## src/rtl/core/tlb_pkg.sv

```systemverilog
// ----------------------------------------------------------------------------
// tlb_pkg
// Types and constants shared by the four-entry translation buffer.
// ----------------------------------------------------------------------------
`default_nettype none

package tlb_pkg;

  localparam int unsigned PAGE_BYTES_DEF     = 128;
  localparam int unsigned PHYS_PAGES_DEF     = 32;
  localparam int unsigned VIRT_PAGE_BITS_DEF = 9;

  localparam int unsigned SLOTS  = 4;
  localparam int unsigned SLOT_W = 2;

  localparam logic ACT_LOOKUP = 1'b0;
  localparam logic ACT_REFILL = 1'b1;

  localparam logic [1:0] KIND_INVALID = 2'd0;
  localparam logic [1:0] KIND_UNUSED  = 2'd1;
  localparam logic [1:0] KIND_RANDOM  = 2'd2;

  typedef struct packed {
    logic        action;
    logic [15:0] virtual_address;
    logic [11:0] physical_address;
    logic        read_only;
    logic [15:0] pc_address;
    logic [1:0]  random_pick;
  } tlb_req_t;

  typedef struct packed {
    logic        hit;
    logic [11:0] translated_address;
    logic [1:0]  written_slot;
    logic [1:0]  victim_kind;
  } tlb_rsp_t;

endpackage

`default_nettype wire

```

## src/rtl/core/tlb_lookup_and_refill_top.sv

```systemverilog
// ----------------------------------------------------------------------------
// tlb_lookup_and_refill_top
// Four-entry translation buffer: lookup with use-bit marking, and refill with
// invalid / unused / random victim choice around the protected PC page.
// ----------------------------------------------------------------------------
// A request is taken on any cycle with start high (busy never rises). Its
// result appears with done high for one cycle: it passes the request register,
// then the entry compare and victim pick into the result register, which is
// loaded on the same edge at which the entries are updated. One request per
// cycle is sustained, and each request sees the entries as left by the one
// before it. There is no way to hold a result off: the receiver must take it
// in the cycle done is high.
`default_nettype none

module tlb_lookup_and_refill_top
  import tlb_pkg::*;
#(
  parameter int unsigned PAGE_BYTES     = PAGE_BYTES_DEF,
  parameter int unsigned PHYS_PAGES     = PHYS_PAGES_DEF,
  parameter int unsigned VIRT_PAGE_BITS = VIRT_PAGE_BITS_DEF
) (
  input  wire logic     clk,
  input  wire logic     rst,
  input  wire logic     start,
  input  wire tlb_req_t request,
  output logic          busy,
  output logic          done,
  output tlb_rsp_t      result
);

  localparam int unsigned OFF_W  = $clog2(PAGE_BYTES);
  localparam int unsigned PPN_W  = (PHYS_PAGES > 1) ? $clog2(PHYS_PAGES) : 1;
  localparam int unsigned VPN_W  = VIRT_PAGE_BITS;
  localparam int unsigned WIDE_W = PPN_W + OFF_W + 12;

  tlb_req_t req_q;
  logic     req_v;

  logic               valid [SLOTS];
  logic               used  [SLOTS];
  logic [VPN_W-1:0]   vpage [SLOTS];
  logic [PPN_W-1:0]   ppage [SLOTS];
  logic               ro    [SLOTS];

  logic [VPN_W-1:0]   vpn;
  logic [VPN_W-1:0]   pc_vpn;
  logic [PPN_W-1:0]   new_ppn;
  logic [SLOTS-1:0]   hit_vec;
  logic [SLOTS-1:0]   prot_vec;
  logic [SLOTS-1:0]   inval_vec;
  logic [SLOTS-1:0]   unused_vec;
  logic               hit_any;
  logic [SLOT_W-1:0]  hit_idx;
  logic               prot_any;
  logic [SLOT_W-1:0]  prot_idx;
  logic               inval_any;
  logic [SLOT_W-1:0]  inval_idx;
  logic               unused_any;
  logic [SLOT_W-1:0]  unused_idx;
  logic [1:0]         pick_m;
  logic [SLOT_W-1:0]  rand_idx;
  logic [SLOT_W-1:0]  victim;
  logic [1:0]         kind;
  logic [WIDE_W-1:0]  phys_wide;
  tlb_rsp_t           result_next;

  assign busy = 1'b0;

  always_ff @(posedge clk) begin
    if (rst) begin
      req_v <= 1'b0;
    end else begin
      req_v <= start && !busy;
    end
    if (start && !busy) begin
      req_q <= request;
    end
  end

  assign vpn     = VPN_W'(32'(req_q.virtual_address) >> OFF_W);
  assign pc_vpn  = VPN_W'(32'(req_q.pc_address) >> OFF_W);
  assign new_ppn = PPN_W'(32'(req_q.physical_address) >> OFF_W);

  always_comb begin
    for (int i = 0; i < SLOTS; i++) begin
      hit_vec[i]  = valid[i] && (vpage[i] == vpn);
      prot_vec[i] = (vpage[i] == pc_vpn);
    end
  end

  always_comb begin
    hit_any  = 1'b0;
    hit_idx  = '0;
    prot_any = 1'b0;
    prot_idx = '0;
    for (int i = SLOTS - 1; i >= 0; i--) begin
      if (hit_vec[i]) begin
        hit_any = 1'b1;
        hit_idx = SLOT_W'(i);
      end
      if (prot_vec[i]) begin
        prot_any = 1'b1;
        prot_idx = SLOT_W'(i);
      end
    end
  end

  always_comb begin
    for (int i = 0; i < SLOTS; i++) begin
      inval_vec[i]  = !valid[i] && !(prot_any && (prot_idx == SLOT_W'(i)));
      unused_vec[i] = !used[i]  && !(prot_any && (prot_idx == SLOT_W'(i)));
    end
  end

  always_comb begin
    inval_any  = 1'b0;
    inval_idx  = '0;
    unused_any = 1'b0;
    unused_idx = '0;
    for (int i = SLOTS - 1; i >= 0; i--) begin
      if (inval_vec[i]) begin
        inval_any = 1'b1;
        inval_idx = SLOT_W'(i);
      end
      if (unused_vec[i]) begin
        unused_any = 1'b1;
        unused_idx = SLOT_W'(i);
      end
    end
  end

  // pick of 3 behaves as 0; no protected entry counts as index 4 (0 mod 4)
  assign pick_m   = (req_q.random_pick == 2'd3) ? 2'd0 : req_q.random_pick;
  assign rand_idx = SLOT_W'(pick_m + 2'd1 + (prot_any ? prot_idx : SLOT_W'(0)));

  always_comb begin
    if (inval_any) begin
      victim = inval_idx;
      kind   = KIND_INVALID;
    end else if (unused_any) begin
      victim = unused_idx;
      kind   = KIND_UNUSED;
    end else begin
      victim = rand_idx;
      kind   = KIND_RANDOM;
    end
  end

  assign phys_wide = WIDE_W'({ppage[hit_idx], req_q.virtual_address[OFF_W-1:0]});

  always_comb begin
    result_next = '0;
    case (req_q.action)
      ACT_LOOKUP: begin
        if (hit_any) begin
          result_next.hit                = 1'b1;
          result_next.translated_address = phys_wide[11:0];
        end
      end
      ACT_REFILL: begin
        result_next.written_slot = victim;
        result_next.victim_kind  = kind;
      end
      default: begin
        result_next = '0;
      end
    endcase
  end

  always_ff @(posedge clk) begin
    if (rst) begin
      done <= 1'b0;
      for (int i = 0; i < SLOTS; i++) begin
        valid[i] <= 1'b0;
        used[i]  <= 1'b0;
        vpage[i] <= '0;
        ppage[i] <= '0;
        ro[i]    <= 1'b0;
      end
    end else begin
      done <= req_v;
      if (req_v) begin
        case (req_q.action)
          ACT_LOOKUP: begin
            if (hit_any) begin
              used[hit_idx] <= 1'b1;
            end
          end
          ACT_REFILL: begin
            valid[victim] <= 1'b1;
            used[victim]  <= 1'b0;
            vpage[victim] <= vpn;
            ppage[victim] <= new_ppn;
            ro[victim]    <= req_q.read_only;
          end
          default: begin
            valid[0] <= valid[0];
          end
        endcase
      end
    end
    if (req_v) begin
      result <= result_next;
    end
  end

`ifndef SYNTHESIS
  a_done_follows_req: assert property (@(posedge clk) disable iff (rst)
    done |-> $past(req_v))
    else $error("done without a request in flight");

  a_hit_clean: assert property (@(posedge clk) disable iff (rst)
    done && result.hit |-> (result.written_slot == 2'd0) && (result.victim_kind == KIND_INVALID))
    else $error("lookup hit carries refill fields");

  a_refill_valid: assert property (@(posedge clk) disable iff (rst)
    done && (result.victim_kind != KIND_INVALID) |-> valid[result.written_slot])
    else $error("refilled entry not valid");

  a_random_full: assert property (@(posedge clk) disable iff (rst)
    done && (result.victim_kind == KIND_RANDOM)
      |-> ($countones({valid[3], valid[2], valid[1], valid[0]}) >= 3))
    else $error("random victim while unprotected entries were invalid");

  a_hit_marks_used: assert property (@(posedge clk) disable iff (rst)
    done && result.hit |-> ({used[3], used[2], used[1], used[0]} != 4'b0000))
    else $error("lookup hit left no use bit set");
`endif

endmodule

`default_nettype wire
```

## config.mk

```make
export PLATFORM = sky130hd
export DESIGN_NAME = tlb_lookup_and_refill_top
export DESIGN_NICKNAME = d
export VERILOG_FILES = /design/src/rtl/core/tlb_pkg.sv /design/src/rtl/core/tlb_lookup_and_refill_top.sv
export SDC_FILE = /design/constraint.sdc
export NUM_CORES = 1
export LEC_CHECK = 0
export BUFFER_PORTS_ARGS = -buffer_cell sky130_fd_sc_hd__buf_2
export CORE_UTILIZATION = 40
export CTS_CLUSTER_SIZE = 40
export DETAILED_ROUTE_END_ITERATION = 10
export HOLD_SLACK_MARGIN = 0.02
export PLACE_DENSITY_LB_ADDON = 0.08
export SLEW_MARGIN = 25
export SYNTH_ARGS = -nofsm -noshare
export SYNTH_HDL_FRONTEND = slang
export SYNTH_SLANG_ARGS = --single-unit
```

## constraint.sdc

```tcl
create_clock -name clk -period 5.15 [get_ports clk]
set_input_delay 1.03 -clock clk [delete_from_list [all_inputs] [get_ports clk]]
set_output_delay 1.03 -clock clk [all_outputs]
set_load 0.03 [all_outputs]
```

Word-level counts from Yosys, hierarchy flattened:

Memory sizes are Yosys's and may differ from the RTL's.
Cells that the tools add are included.

* order comparisons: 0
* $mul: 0
* shifts and indexed selects: 0
* reduce and logical (&&, ||, !) cells: 36
* div/mod/pow operators: 0
* multiplexer cells: 64
* equal/unequal tests: 12
* add/subtract/negate cells: 2
* bitwise gates (word level): 2

Operator list (count)
* 9-bit == test: 8
* 2-bit 2-to-1 mux: 26
* 1-bit 2-to-1 mux: 35
* 1-bit logical AND: 16
* 13-bit 2-to-1 mux: 1
* 1-bit logical NOT: 12
* 9-bit 2-to-1 mux: 1
* 9-bit OR reduction: 1
* 2-bit == test (second input constant): 3
* 5-bit 2-to-1 mux: 1
* 5-bit OR reduction: 1
* 2-bit OR reduction: 2
* 1-bit OR reduction: 3
* 2-bit by 1-bit adder with 2-bit output (second input constant): 1
* 2-bit adder: 1
* 2-bit by 1-bit == test with 1-bit output (second input constant): 1
* 2-bit logical NOT: 1
* 1-bit NOT: 2

* memories: 4
* word-level logic and storage cells: 131
* bits in latches: 0
* output and inout bits: 19
* bits in registers: 66
* ROM bits: 0
* RAM bits: 64
* input bits: 51

Memory list
* vpage: words 4, width 9, rd ports 4, clocked after Yosys merged registers in 0, wr ports 4, line tlb_lookup_and_refill_top.sv:41 `logic [VPN_W-1:0] vpage [SLOTS];`
* ppage: words 4, width 5, rd ports 1, clocked after Yosys merged registers in 0, wr ports 4, line tlb_lookup_and_refill_top.sv:42 `logic [PPN_W-1:0] ppage [SLOTS];`
* used: words 4, width 1, rd ports 4, clocked after Yosys merged registers in 0, wr ports 4, line tlb_lookup_and_refill_top.sv:40 `logic used [SLOTS];`
* valid: words 4, width 1, rd ports 4, clocked after Yosys merged registers in 0, wr ports 4, line tlb_lookup_and_refill_top.sv:39 `logic valid [SLOTS];`

Depth between registers and ports, before layout:

Gate-level depths: netlist (run 1).
An unclocked memory read counts as a cell.

* word-level depth: 17
* mapped depth: 12
* depth with buffers taken out: 11

Worst setup path before layout (run 1):

Ideal clock, no wire load.

* path type: register to register
* start point: register req_q (netlist bit pc_vpn[7])
* end point: memory ppage[2][0] (netlist name) (enable)
* setup time: 0.408 ns
* arrival: 3.522 ns
* setup slack: 1.220 ns
* period minus slack after synthesis: 3.930 ns
* path buffers: 0
* required time: 4.742 ns
* stages on the path, launching flop included: 12
* cell sequence: edfxtp_1 > xor2_1 > nor4_1 > nand4_1 > nor2_1 > o21bai_1 > ha_1 > xnor2_1 > xnor2_1 > a211o_2 > a21bo_4 > o21ai_0

RTL lines
* start: declaration: line tlb_lookup_and_refill_top.sv:36 `tlb_req_t req_q;`
* start signal: assignment: line tlb_lookup_and_refill_top.sv:76 `req_q <= request;`
* end: declaration: line tlb_lookup_and_refill_top.sv:42

==> flow_summary.toml, run 1 <==
[sta]
timing.final.setup_violations = 0
min_period_over_period = 0.780
slew_viol_final = 0
setup_total_negative_slack_ps = 0
layout_setup_ws_ps = 1130
finalCriticalPeriod_ps = 4020
slew-limit-headroom = 0.319
grt_setup_unrepaired = "false"
maxClockFrequency_mhz = 249
hold_violations = 0
fin_worst_skew_ps = 8.82
transition_at_the_pin_with_the_smallest_max_transition_slack_ps = 1020

[routing]
wl_final_microns = 12800
detail_route.drc_violations = 0
avgRoutedWirePerCell_microns = 19.1
ant_nets = 0
drt_first_iter_violations = 231
dr.pass1.iters = 5
vias = 3503
vias_per_cell = 5.22

[worst_setup_path]
start_to_end_type_of_the_worst_setup_path = "reg -> reg"
cp-start-kind = "flip-flop"
worst_ep_required_time_ps = 5260
path_cells = "xor2_1 > nor4_1 > nand4_1 > nor2_1 > o21bai_1 > ha_1 > xnor2_1 > xnor2_1 > a211o_2 > a21bo_4 > o21ai_1 > buf_4"
timing.critical_path.slowest_stage_cell = "edfxtp_1"
crit_path_capture_type = "flip-flop"
worstReg2RegStart = "pc_vpn[1]$_DFFE_PP_"
worstPathMaxFanout = 16
crit_path_frequent_cell = "xnor2_1"
critical_path.max_stage_delay_ps = 500
crit_start = "pc_vpn[1]$_DFFE_PP_"
timing.critical_path.arrival_ps = 4120

[synthesis]
ff_latch_count_synth = 116
edff_count_synth = 114
ys_warn_count = 0
synth_top_area_frac = 0.601
ys_seq_area_frac = 0.608
synth_ff_type = "edfxtp_1"
synth.top_cells.by_area = "edfxtp_1 60%, xnor2_1 8.5%, nor3_2 3.0%"
synth.net_count = 477
cell_count_after_synthesis = 425
yosysTopAreaCell = "edfxtp_1"
synthesis.area_per_instance_sq_um = 13.4
synth_cell_types = 58
synthArstFlopShare = 0
mappedNetlistArea_sq_um = 5690

[status]
outcome = "completed"

[global_routing]
grt_use_met1 = 0.242
grt_start_max_net_pins = 47
first_global_vias = 3519
met2_grt_util = 0.294
grt.busiest_layer = "met2"
overflow = 0
grt_pass1_wl_microns = 19500
antenna_found_initial = 0
grt.total_usage = 0.186
grtUsageMet3 = 0.0465

[clock_tree]
clock_latency_ps = 420
cts-root-buf = "clkbuf_16"
cts-hold-fix-buffers = 0
post-cts-setup-buffers = 0
cts_resized = 0
cts_tree = "yes"
h-tree-depth = 4
clock_path_buffers = 2
clock-sinks = 116
cts_inserted_buffers = 17
path_clk_slew_ps = 50

[die]
placeableCoreArea_sq_um = 13900
num_io_pins = 70
dieHeight_microns = 121
die_area_sq_um = 14700
floorplan.die.width_microns = 121
rows = 43
floorplan.initialDensity = 0.410

[cells_and_area]
final_nets = 532
drive_gt1_frac = 0.259
fill_cells = 1249
n_antenna_cell = 0
areaGrowthSynthToFinish_pct = 17.7

[pwr]
power.static_leakage_nw = 2.47
power_density_nw_per_um2 = 370
vdd.ir_drop.worst_v = 0.000235
finalPower_mw = 2.48

[placed_design]
routabilityCongestion = 0.840
place.port_buffers = 53
dp_hpwl_microns = 8490
placement.setup.worst_slack_ps = 1130

[hold_path]
timing.hold.worst.class = "reg -> reg"
timing.hold.worst.start = "phys_wide[0]$_DFFE_PP_"

[flow_run]
max-cap-violations = 0
[layout make-up]
class / count / area, sq um / area share
clock buffers: 19 / 433 / 0.0646
clock inverters: 11 / 138 / 0.0205
inverters: 18 / 67.6 / 0.0101
multi-input cells: 266 / 2050 / 0.305
flip-flops and latches: 116 / 3460 / 0.517
well taps: 180 / 225 / 0.0336
repair buffers: 61 / 325 / 0.0486
[per-layer routing]
metal,up-vias,wire length (microns)
met5,-,0
met3,20,468
met1,1739,5970
li1,1671,-
met2,73,6150
met4,0,197
[where the power goes]
part | switching, mW | internal (mW) | total [mW] | leakage, nW
registers | 0.0550 | 1.09 | 1.15 | 1.17
clock network | 0.400 | 0.748 | 1.15 | 0.276
logic | 0.107 | 0.0763 | 0.184 | 1.02
[placed cells by master (no fill, tap or decap), types with 3 or more instances in the layout]
master | netlist | layout
edfxtp_1 | 114 | 114
xnor2_1 | 55 | 55
buf_2 | 5 | 53
xor2_1 | 18 | 18
inv_1 | 18 | 18
and3_1 | 17 | 17
nor3_2 | 17 | 17
clkbuf_16 | 0 | 17
nor3_1 | 16 | 16
nor3b_1 | 15 | 15
nand2_1 | 11 | 11
nand4_1 | 11 | 11
and2_1 | 9 | 9
nor2_1 | 9 | 9
buf_4 | 2 | 8
nor2b_1 | 7 | 7
a21oi_1 | 6 | 5
nand2b_1 | 5 | 5
o21ai_0 | 7 | 5
mux2_2 | 5 | 5
mux2i_1 | 5 | 5
o211a_1 | 5 | 5
nand3_1 | 4 | 4
clkinv_2 | 0 | 4
nor4_1 | 3 | 3
a31oi_1 | 3 | 3
bufinv_16 | 0 | 3
[sequential cells by signal (all words and copies together), names as in the netlist]
| register | cells |
|---|---|
| req_q | 12 |
| vpage | 36 |
| pc_vpn | 9 |
| used | 4 |
| done | 1 |
| new_ppn | 5 |
| req_v | 1 |
| valid | 4 |
| ppage | 20 |
| phys_wide | 7 |
| result | 17 |
[worst max-delay path, delay by kind of cell (launching register included)]
kind                     cells  cell delay (ps)
XOR/XNOR                     3              600
adder cells (fa/ha/maj)      1              210
buffers and inverters        1              340
flip-flops                   1              500
AO/OA/AOI/OAI                4             1320
AND/OR/NAND/NOR              3              740
[cell families after synthesis]
family | count (synthesis) | synth area share
buffers and inverters | 43 | 0.0347
xor gates and xnor gates | 74 | 0.115
other | 1 | 0.000659
adders and majority gates | 1 | 0.00220
AOI/OAI and AO/OA | 47 | 0.0659
DFF | 116 | 0.608
muxes | 10 | 0.0187
and+or+nand+nor | 133 | 0.154
[per-stage QoR]
step	std cells	hold WS, ps	util	instance area, sq um
4_1_cts	671	518	0.483	6700
3_5_place_dp	641	506	0.441	6130
2_1_floorplan	425	497	-	5690
3_3_place_gp	641	501	0.441	6120
5_1_grt	671	531	0.483	6700
6_report	671	517	0.483	6700
[Yosys cell counts, types with 2 or more instances]
master and number:
o21bai_1 2, nor2b_1 7, a31oi_1 3, nand2b_1 5
buf_6 3, or3_1 2, buf_4 2, clkbuf_1 15
a21oi_1 6, xor2_1 18, nand3_1 4, nand2_1 11
mux2_2 5, nand4_1 11, a21o_1 2, and3_1 17
buf_2 5, o211a_1 5, nor2_1 9, dfxtp_1 2
nor4_1 3, o21ai_0 7, nor3b_1 15, and2_1 9
edfxtp_1 114, o31ai_1 2, inv_1 18, nor3_1 16
mux2i_1 5, nor4b_1 2, a211oi_1 2, nor3_2 17
xnor2_1 55, a2111oi_0 2
[final timing paths]
kind         cells past startpoint                        end  slack (ps)
max                             12  vpage[2][1]$_SDFFCE_PN0P_        1130
min                              1    result[4]$_SDFFCE_PP0P_         520
max reg2reg                     12  vpage[2][1]$_SDFFCE_PN0P_        1130
min reg2reg                      1    result[4]$_SDFFCE_PP0P_         520
Power figures use the tool's default switching activity.
==> run 2, diff against run 1 <==
- clock period: 5.15 -> 3.9 ns (I/O delays scaled with it)
==> run 2 against run 1 <==
  * Flip-flop and latch count did not move
  * Cell area up 0.99%
  * Critical path depth unchanged
  * Largest power group unchanged
  * Sequential power increased by 31%
  * Clock-buffer cell count up 8
==> flow_summary.toml, run 2 (synthesis gave the netlist of run 1 again) <==
[sta]
slew_viol_final = 0
grt_setup_unrepaired = "false"
slew-limit-headroom = 0.339
min_period_over_period = 0.944
fin_hold_ws_ps = 518
finalCriticalPeriod_ps = 3680
setup_total_negative_slack_ps = 0
hold_violations = 0
maxClockFrequency_mhz = 272
timing.final.setup_violations = 0
fin_worst_skew_ps = 8.41
transition_at_the_pin_with_the_smallest_max_transition_slack_ps = 991

[routing]
drt_first_iter_violations = 323
ant_nets = 0
vias_per_cell = 5.19
detail_route.drc_violations = 0
vias = 3533
wl_final_microns = 12700
avgRoutedWirePerCell_microns = 18.7
dr.pass1.iters = 4

[clock_tree]
clock_path_buffers = 2
clock_latency_ps = 410
cts_inserted_buffers = 17
cts-hold-fix-buffers = 0
cts_tree = "yes"
path_clk_slew_ps = 50
post-cts-setup-buffers = 0
cts-root-buf = "clkbuf_16"
h-tree-depth = 4
clock-sinks = 116
cts_resized = 0

[worst_setup_path]
path_cells = "xnor2_1 > nand4_1 > nor4_4 > buf_4 > nor2b_1 > o22ai_1 > a311oi_2 > a21boi_4 > buf_4 > buf_4 > o21ai_1 > buf_4"
start_to_end_type_of_the_worst_setup_path = "reg -> reg"
crit_path_capture_type = "flip-flop"
cp-start-kind = "flip-flop"
critical_path.max_stage_delay_ps = 500
timing.critical_path.slowest_stage_cell = "edfxtp_1"
worstPathMaxFanout = 31
timing.critical_path.arrival_ps = 3850
timing.critical_path.buf_inv = 4
worst_path_dominant_cell_family = "buffers and inverters"
worst_ep_required_time_ps = 4060
crit_path_frequent_cell = "buf_4"

[pwr]
power.static_leakage_nw = 2.52
vdd.ir_drop.worst_v = 0.000385
finalPower_mw = 3.25
power_density_nw_per_um2 = 481

[cells_and_area]
final_nets = 540
fill_cells = 1245
areaGrowthSynthToFinish_pct = 18.8
regMostFlops = "vpage"
biggestRegsByFlops = "vpage x36, ppage x20, result x17"
final_standard_cell_area_without_fillers_sq_um = 6760
utilization = 0.487
mostFrequentLayoutCells = "114 x edfxtp_1, 55 x xnor2_1, 53 x buf_2"
n_antenna_cell = 0
leading_cell_type_in_the_layout_fill_and_taps_excluded = "edfxtp_1"
drive_gt1_frac = 0.263
number_of_flip_flops_under_the_largest_register_name = 36

[global_routing]
antenna_found_initial = 0
grt_pass1_wl_microns = 20000
overflow = 0
grt.total_usage = 0.189
grt_start_max_net_pins = 35
first_global_vias = 3555

[die]
num_io_pins = 70
placeableCoreArea_sq_um = 13900
dieHeight_microns = 121
die_area_sq_um = 14700
rows = 43
floorplan.initialDensity = 0.410
floorplan.die.width_microns = 121

[placed_design]
place.port_buffers = 53
dp_hpwl_microns = 8650
placement.cell_area_sq_um = 6200
routabilityCongestion = 0.866

[status]
outcome = "completed"

[flow_run]
max-cap-violations = 0

[hold_path]
timing.hold.worst.class = "reg -> reg"
## run 2: cell count changes in the layout (fill, tap and decap cells not counted), sizes merged
cell | previous run | this run
buf | 61 | 69
bufinv | 3 | 2
clkbuf | 19 | 27
clkinv | 6 | 3
clkinvlp | 2 | 0
## run 2: metrics by stage
stage / worst slack (ps) / instances
after floorplan: 31.4 / 425
after global placement: 279 / 649
after detailed placement: 286 / 649
after CTS: 259 / 681
after global routing: 2.63 / 681
final: 218 / 681
## run 2: area by class of cell
type	count	area [sq um]	share of cell area
inverter	18	67.6	0.00999
sequential	116	3460	0.512
clock buffer	27	493	0.0729
timing repair buffer	69	398	0.0588
tap	180	225	0.0333
clock inverter	5	75.1	0.0111
multi-input combinational	266	2040	0.302
## run 2: routing by layer
metal	vias up	part of all wire	global-route usage
met1	1731	0.48	0.262
met2	95	0.46	0.283
met4	0	0.016	0.0679
met3	21	0.042	0.0498
met5	-	0	0
li1	1686	-	-
## run 2: where the power goes
group	leakage, nW	switching (mW)	internal [mW]
sequential	1.17	0.0688	1.44
clock	0.279	0.504	0.986
combinational	1.07	0.146	0.105
## run 2: worst reg2reg max path, stage by stage, from the launching register on
cell and delay, ps:
edfxtp_1 500, xnor2_1 300, nand4_1 300, nor4_4 380
buf_4 230, nor2b_1 80, o22ai_1 310, a311oi_2 130
a21boi_4 180, buf_4 280, buf_4 410, o21ai_1 130
buf_4 200
## run 2: path summary, 6_finish.rpt
check                               from                   endpoint  slack [ps]  depth (start not counted)
setup / recovery     pc_vpn[0]$_DFFE_PP_  vpage[0][3]$_SDFFCE_PN0P_         220                         12
hold / removal    phys_wide[1]$_DFFE_PP_    result[5]$_SDFFCE_PP0P_         520                          1
setup reg to reg     pc_vpn[0]$_DFFE_PP_  vpage[0][3]$_SDFFCE_PN0P_         220                         12
hold reg to reg   phys_wide[1]$_DFFE_PP_    result[5]$_SDFFCE_PP0P_         520                          1
==> run 3, diff against run 2 <==
- BUFFER_PORTS_ARGS: -buffer_cell sky130_fd_sc_hd__buf_2 -> unset
- DONT_BUFFER_PORTS: unset -> 1
- MAX_ROUTING_LAYER: unset -> met4
- clock period: 3.9 -> 3 ns (I/O delays scaled with it)
==> run 3 against run 2 <==
  * The run now ends with setup timing left
  * Utilization increased by 6.9 points
  * Non-clock buffer count increased by 16
  * Total power is 37% higher
  * Largest power group is now the clock network
  * Combinational power is 71% higher
  * Cell area increased by 14%
  * Via count up 5.6%
  * Die area did not move
  * Sequential share of layout area down 6.4 points
  * Final cell count increased by 2.5%
  * Global-route usage increased by 1.9 points
  * Sequential power is 30% higher
  * First-iteration DRC count decreased by 15%
==> flow_summary.toml, run 3 (synthesis gave the netlist of run 1 again) <==
[worst_setup_path]
worstPathMaxFanout = 8
start_to_end_type_of_the_worst_setup_path = "reg -> reg"
cp-start-kind = "flip-flop"
worst_ep_required_time_ps = 3130
crit_path_capture_type = "flip-flop"
worst_r2r_path_cells = 13
timing.critical_path.arrival_ps = 3410

[sta]
maxClockFrequency_mhz = 305
slew-limit-headroom = 0.556
hold_violations = 0
grt_setup_unrepaired = "true"
timing.final.setup_violations = 110
layout_setup_ws_ps = -280
fin_worst_skew_ps = 5.78
slew_viol_final = 0
setup_total_negative_slack_ps = -20940
fin_hold_ws_ps = 245
finalCriticalPeriod_ps = 3280
min_period_over_period = 1.09
transition_at_the_pin_with_the_smallest_max_transition_slack_ps = 667

[placed_design]
placement.setup.worst_slack_ps = -285
post-place-cells = 638
placement.cell_area_sq_um = 6350
dp_hpwl_microns = 8860
place.port_buffers = 0
routabilityCongestion = 0.839

[cells_and_area]
n_antenna_cell = 0
areaGrowthSynthToFinish_pct = 35.8
finalNonFillerCells = 698
mostFrequentLayoutCells = "114 x edfxtp_1, 59 x buf_4, 48 x xnor2_1"
number_of_flip_flops_under_the_largest_register_name = 36
final_standard_cell_area_without_fillers_sq_um = 7730
biggestRegsByFlops = "vpage x36, ppage x20, result x17"
drive_gt1_frac = 0.380
leading_cell_type_in_the_layout_fill_and_taps_excluded = "edfxtp_1"
utilization = 0.557
final_nets = 557
regMostFlops = "vpage"

[global_routing]
grt_start_max_net_pins = 35
met2_grt_util = 0.317
grt_pass1_wl_microns = 21200
grt_use_met1 = 0.270
overflow = 0
grt.total_usage = 0.208
first_global_vias = 3675
grtUsageMet3 = 0.0508
antenna_found_initial = 0
grt.busiest_layer = "met2"

[routing]
vias = 3732
ant_nets = 0
wl_final_microns = 14700
avgRoutedWirePerCell_microns = 21.0
dr.pass1.iters = 4
drt_first_iter_violations = 274
detail_route.drc_violations = 0
vias_per_cell = 5.35

[status]
violations = "setup timing"
outcome = "complete, but fails checks"

[pwr]
finalPower_mw = 4.45
power.static_leakage_nw = 2.85
power_density_nw_per_um2 = 576
vdd.ir_drop.worst_v = 0.000411

[clock_tree]
clock_path_buffers = 2
cts_tree = "yes"
cts-hold-fix-buffers = 0
clock_latency_ps = 420
path_clk_slew_ps = 60
cts-root-buf = "clkbuf_16"
h-tree-depth = 4
cts_inserted_buffers = 17
clock-sinks = 116

[hold_path]
worst_hold_path.num_cells = 1
timing.hold.worst.class = "in -> reg"

[die]
rows = 43
die_area_sq_um = 14700
num_io_pins = 70
floorplan.die.width_microns = 121
floorplan.initialDensity = 0.410
dieHeight_microns = 121
placeableCoreArea_sq_um = 13900

[flow_run]
max-cap-violations = 0
run 3: cell count changes in the layout (fill, tap and decap cells not counted), sizes merged, moves of 2 or more:
| cell | change |
|---|---|
| clkinv | +3 |
| inv | +2 |
| buf | +13 |
| clkinvlp | +2 |
| clkbuf | -5 |
run 3: final cells by class:
type	instances	area, sq um
clock buffer	19	433
clock inverter	13	158
fill	1164	6150
inverter	18	67.6
multi-input combinational	267	2500
sequential	116	3460
tap	180	225
timing repair buffer	85	885
run 3: what timing repair did:
item                                    4_1_cts  5_1_grt
buffers inserted                              9       17
pin swaps                                    21       18
gates cloned                                  2        4
resized for setup                            31       59
endpoints found under the setup margin      110      110
run 3: worst paths after layout:
check	start	endpoint	slack (ps)
setup / recovery	pc_vpn[7]$_DFFE_PP_	vpage[2][4]$_SDFFCE_PN0P_	-280
hold / removal	rst	req_v$_SDFF_PP0_	250
setup reg to reg	pc_vpn[7]$_DFFE_PP_	vpage[2][4]$_SDFFCE_PN0P_	-280
hold reg to reg	phys_wide[3]$_DFFE_PP_	result[7]$_SDFFCE_PP0P_	520
run 3: critical path, stage by stage (launching register included):
cell and delay [ps]:
edfxtp_1 500, buf_6 170, xor2_2 140, nor4_2 300, and3_4 260, nor2_4 50, o21bai_4 160, ha_4 160
xnor2_2 90, xnor2_2 160, a211o_4 370, a21bo_4 230, o21ai_4 220, buf_12 160
run 3: routing by layer:
layer,vias up,wire [microns]
li1,1726,-
met2,107,7100
met1,1886,6750
met5,-,0
met4,0,157
met3,13,674
run 3: report_power, final:
part	internal (mW)	total, mW	switching [mW]
logic	0.211	0.430	0.219
clock network	1.30	2.05	0.748
registers	1.87	1.97	0.0992
